[src/xbmq_pkg.sv]
// shared types, constants and word helpers for the xor basis max query block
package xbmq_pkg;

    localparam int WORD_BITS = 32;
    localparam int IO_BITS   = 32;

    typedef logic [WORD_BITS-1:0] word_t;
    typedef logic [IO_BITS-1:0]   io_word_t;

    // word moving down the cell chain
    typedef struct packed {
        logic  valid;
        logic  last;
        word_t word;
        word_t acc;
    } token_t;

    // per-cell control from the top level
    typedef struct packed {
        logic  advance;
        word_t bit_mask;
    } cell_ctrl_t;

    // cut or zero-extend an io word to the basis width
    function automatic word_t fit_word(input io_word_t v);
        word_t r;
        r = '0;
        for (int i = 0; i < WORD_BITS; i++)
        begin
            if (i < IO_BITS)
                r[i] = v[i];
        end
        return r;
    endfunction

    // low io bits of a basis word
    function automatic io_word_t to_io(input word_t w);
        io_word_t r;
        r = '0;
        for (int i = 0; i < IO_BITS; i++)
        begin
            if (i < WORD_BITS)
                r[i] = w[i];
        end
        return r;
    endfunction

endpackage

[src/xbmq_cell.sv]
// one basis cell: holds the row for a single leading bit and reduces passing words
module xbmq_cell (
    input  logic               clk,
    input  logic               rst_n,
    input  xbmq_pkg::cell_ctrl_t ctrl,
    input  xbmq_pkg::token_t   tok_in,
    output xbmq_pkg::token_t   tok_out
);
    import xbmq_pkg::*;

    word_t  row_reg;
    word_t  row_next;
    logic   valid_reg;
    logic   valid_next;
    token_t tok_reg;
    token_t tok_next;

    logic   hit;
    logic   store;
    logic   valid_eff;
    word_t  row_eff;

    always_comb
    begin
        hit       = |(tok_in.word & ctrl.bit_mask);
        store     = tok_in.valid && hit && !valid_reg;
        valid_eff = valid_reg || store;
        row_eff   = store ? tok_in.word : row_reg;

        tok_next       = tok_in;
        tok_next.valid = tok_in.valid;
        if (hit && valid_reg)
            tok_next.word = tok_in.word ^ row_reg;
        else if (store)
            tok_next.word = '0;
        // greedy query step uses the row as updated by this same word
        if (valid_eff && !(|(tok_in.acc & ctrl.bit_mask)))
            tok_next.acc = tok_in.acc ^ row_eff;

        row_next   = row_eff;
        valid_next = valid_reg;
        if (tok_in.valid)
        begin
            if (tok_in.last)
                valid_next = 1'b0;
            else if (store)
                valid_next = 1'b1;
        end
    end

    always_ff @(posedge clk or negedge rst_n)
    begin
        if (!rst_n)
        begin
            valid_reg <= 1'b0;
            tok_reg   <= '0;
        end
        else if (ctrl.advance)
        begin
            valid_reg <= valid_next;
            tok_reg   <= tok_next;
        end
    end

    always_ff @(posedge clk)
    begin
        if (ctrl.advance)
            row_reg <= row_next;
    end

    assign tok_out = tok_reg;

endmodule
[config.mk]
export PLATFORM = sky130hd
export DESIGN_NAME = xbmq_cell
export DESIGN_NICKNAME = d
export VERILOG_FILES = /design/src/xbmq_pkg.sv /design/src/xbmq_cell.sv
export SDC_FILE = /design/constraint.sdc
export NUM_CORES = 1
export LEC_CHECK = 0
export ABC_AREA = 1
export BUFFER_PORTS_ARGS = -buffer_cell sky130_fd_sc_hd__buf_2
export CAP_MARGIN = 0
export CORE_MARGIN = 8
export CORE_UTILIZATION = 45
export DETAILED_ROUTE_END_ITERATION = 8
export HOLD_SLACK_MARGIN = 0.12
export PLACE_DENSITY = 0.67
export REMOVE_ABC_BUFFERS = 1
export SLEW_MARGIN = 20
export SYNTH_ARGS = -nofsm -noshare
export SYNTH_HDL_FRONTEND = slang
export SYNTH_SLANG_ARGS = --single-unit
export TNS_END_PERCENT = 50
[constraint.sdc]
create_clock -name clk -period 1.91 [get_ports clk]
set_clock_uncertainty 0.15 [all_clocks]
set_input_delay 0.0955 -clock clk [delete_from_list [all_inputs] [get_ports clk]]
set_output_delay 0.0955 -clock clk [all_outputs]
set_load 0.01 [all_outputs]
==> impl_metrics.csv <==
group,metric,value,unit
die,die-area,16100,µm²
setup_path,critical_path_required,2000,ps
clock_tree,numClockSinks,99,
routing,drt-total-wl,21500,µm
clock_tree,clockBufferDepth,2,
cells_and_area,nNetsFinal,1124,
timing,finalMaxSlewViolations,0,
power_and_ir_drop,p_leak,4.43,nW
timing,slew-limit-headroom,0.607,
min_path,hp-start,"tok_in[26]",
min_path,holdPathStages,4,
grt,grt_max_degree,52,
routing,top_layer,"met4",
synthesis,yosys.area.top_type_share,0.302,
placed_design,portBuffers,166,
routing,viasPerCell,5.45,
setup_path,startpoint_type,"primary input",
routing,vias,6408,
cells_and_area,layout.cells.non_filler,1175,
clock_tree,cts_made_buffers,9,
power_and_ir_drop,p_switching,1.85,mW
power_and_ir_drop,intPower,4.10,mW
die,fp.dieW,127,µm
power_and_ir_drop,power_frac_seq,0.441,
timing,hold_viol,0,
grt,grt_use_total,0.244,
min_path,hp-class,"primary input to register",
power_and_ir_drop,switching_share,0.310,
power_and_ir_drop,p_comb_frac,0.263,
timing,fmax,0.533,GHz
routing,detail-route-antenna-nets,0,
timing,final.min_clock_period,1880,ps
routing,wl_met1,8370,µm
routing,drt_pass1_iterations,5,
power_and_ir_drop,vdd_drop_max,0.422,mV
synthesis,netlist_instances,738,
routing,drtIter0Drc,845,
setup_path,slowest_stage,"dlygate4sd3_1",
grt,antenna_found_initial,0,
synthesis,yosysUniqueCellTypes,22,
die,io_pins,167,
clock_tree,clk_pin_slew,70,ps
grt,grt-ovfl-total,0,
placed_design,placedCellCount,1083,
outcome,status,"finished clean",
synthesis,yosys_register_bits,99,
grt,grt_pass1_vias,6276,
cells_and_area,drive_gt1_frac,0.257,
synthesis,synth_warnings,0,
synthesis,yosys-top-cells-area,"dfrtp_1 30%, nand2_1 26%, edfxtp_1 17%, nand3_1 5.8%, xor2_1 5.1%",
placed_design,gp_congestion,0.812,
setup_path,worstReg2RegStart,"valid_reg$_DFFE_PN0P_",
grt,grt_pass1_wl,31400,µm
cells_and_area,area_delta_synth_final,50.1,%
routing,met2_length,10300,µm
die,start_util,0.462,
timing,max_slew.worst_pin.slew,588,ps
cells_and_area,num_antenna_cells,0,
die,num_rows,40,
clock_tree,clock_latency,340,ps
clock_tree,htree_levels,3,
setup_path,reg2regPathDepth,8,
setup_path,critical-path-max-stage-delay,570,ps
setup_path,crit_start,"tok_in[7]",
timing,finalSetupTns,0,ps
cells_and_area,fin_util,0.693,
synthesis,yosysTopAreaCell,"dfrtp_1",
setup_path,crit_top_cell,"nand4_1",
setup_path,critPathArrivalTime,1970,ps
power_and_ir_drop,power_density,714,nW/µm²
synthesis,ys_seq_area_frac,0.476,
timing,fin_crit_sh,0.983,
cells_and_area,largest_register_ffs,66,
power_and_ir_drop,clock_power_share,0.296,
placed_design,dp_hpwl,13300,µm
die,core-area,12000,µm²
cells_and_area,nFillCells,940,
routing,avgRoutedWirePerCell,18.3,µm
synthesis,synth.avg_cell_area,7.52,µm²
setup_path,critPathKind,"primary input to register",
synthesis,synth.cell_area,5550,µm²
timing,setup_viol,0,
setup_path,end_kind,"register",
clock_tree,cts-root-buf,"clkbuf_16",
die,fp.dieH,127,µm
routing,drc,0,
job,drv_cap,0,
clock_tree,cts_tree,"built",
setup_path,path_max_fanout,7,
routing,wl_met3,2180,µm
setup_path,crit_chain,"dlygate4sd3_1 -> nand2_1 -> nand4_1 -> nor2_1 -> nand4_1 -> a21oi_4 -> buf_12 -> clkbuf_16 -> nand3_1 -> nand3_2 -> nand2_2",
[path summary, 6_finish.rpt]
check | slack, ps | to
setup / recovery | 30 | tok_out[13]$_DFFE_PN0P_
setup reg to reg | 60 | tok_out[13]$_DFFE_PN0P_
min in group asynchronous | 160 | tok_out[0]$_DFFE_PN0P_
hold / removal | 90 | tok_out[26]$_DFFE_PN0P_
hold reg to reg | 330 | tok_out[3]$_DFFE_PN0P_
max in group asynchronous | 1240 | tok_out[35]$_DFFE_PN0P_
[synth_stat cells]
master / count
clkinv_1: 1
nand2_1: 377
dfrtp_1: 67
buf_6: 9
buf_2: 7
o21ai_1: 9
buf_1: 4
nand3_4: 1
edfxtp_1: 32
a21oi_2: 1
nand2_4: 1
inv_1: 34
o21ai_0: 23
nand2_2: 2
a21oi_4: 1
a21oi_1: 2
nor2_2: 2
nand3_1: 64
clkbuf_1: 16
xor2_1: 32
nor2_1: 12
nand4_1: 41
[routing by layer]
metal  vias up  GRT usage
li1       2965          -
met1      3002      0.312
met2       394      0.405
met3        47     0.0466
met4         0     0.0854
met5         -          0
[layout make-up]
type / count / area, µm² / share of cell area
Clock inverter: 2 / 11.3 / 0.00135
Multi-Input combinational cell: 569 / 2630 / 0.316
Timing Repair Buffer: 309 / 2460 / 0.296
Tap cell: 147 / 184 / 0.0221
Clock buffer: 14 / 264 / 0.0317
Sequential cell: 99 / 2640 / 0.317
Inverter: 35 / 135 / 0.0162
[cell usage in the layout (no fill, tap or decap), drive strengths merged]
cell type,count
o21ai,32
dlygate4sd3,60
buf,227
clkbuf,20
a21oi,5
nand3,65
dfrtp,67
nor2,14
nand4,41
clkinvlp,2
clkinv,1
dlymetal6s4s,16
inv,34
xor2,32
nand2,380
edfxtp,32
[cell families after synthesis]
logic type      count (synthesis)  share of synthesized area
compound gates                 36                     0.0352
xor+xnor                       32                     0.0505
buf+inv                        71                     0.0618
flops                          99                      0.476
simple gates                  500                      0.377
[metrics by stage]
step	power, mW	hold WS (ps)	setup slack (ps)	area (µm²)
finish	5.95	89.2	32.6	8320
global route	6.20	122	-59.7	8320
floorplan	3.24	-350	-631	5340
CTS	5.88	147	2.48	7960
global placement	3.97	-103	-208	6970
detailed placement	4.01	-105	-243	6970
[critical path, delay by kind of cell]
kind,cells,cell delay (ps)
and+or+nand+nor,7,730
buffers and inverters,3,920
AOI/OAI and AO/OA,1,220
[what timing repair did]
item                                   in CTS  in global routing
gates cloned                                1                 10
endpoints found under the hold margin     136                  8
buffers inserted                            0                  6
hold buffers                               68                  9
setup endpoints to repair                  33                 60
gates resized for setup                     3                 30
pin swaps                                   0                 17
[power groups by stage]
stage | clock network, mW | logic (mW) | registers [mW]
floorplan | 0 | 0.533 | 2.71
global placement | 0 | 1.33 | 2.64
detailed placement | 0 | 1.36 | 2.65
CTS | 1.77 | 1.49 | 2.61
global route | 1.85 | 1.70 | 2.65
finish | 1.76 | 1.56 | 2.62
No activity file was read; power rests on OpenSTA's default activity.
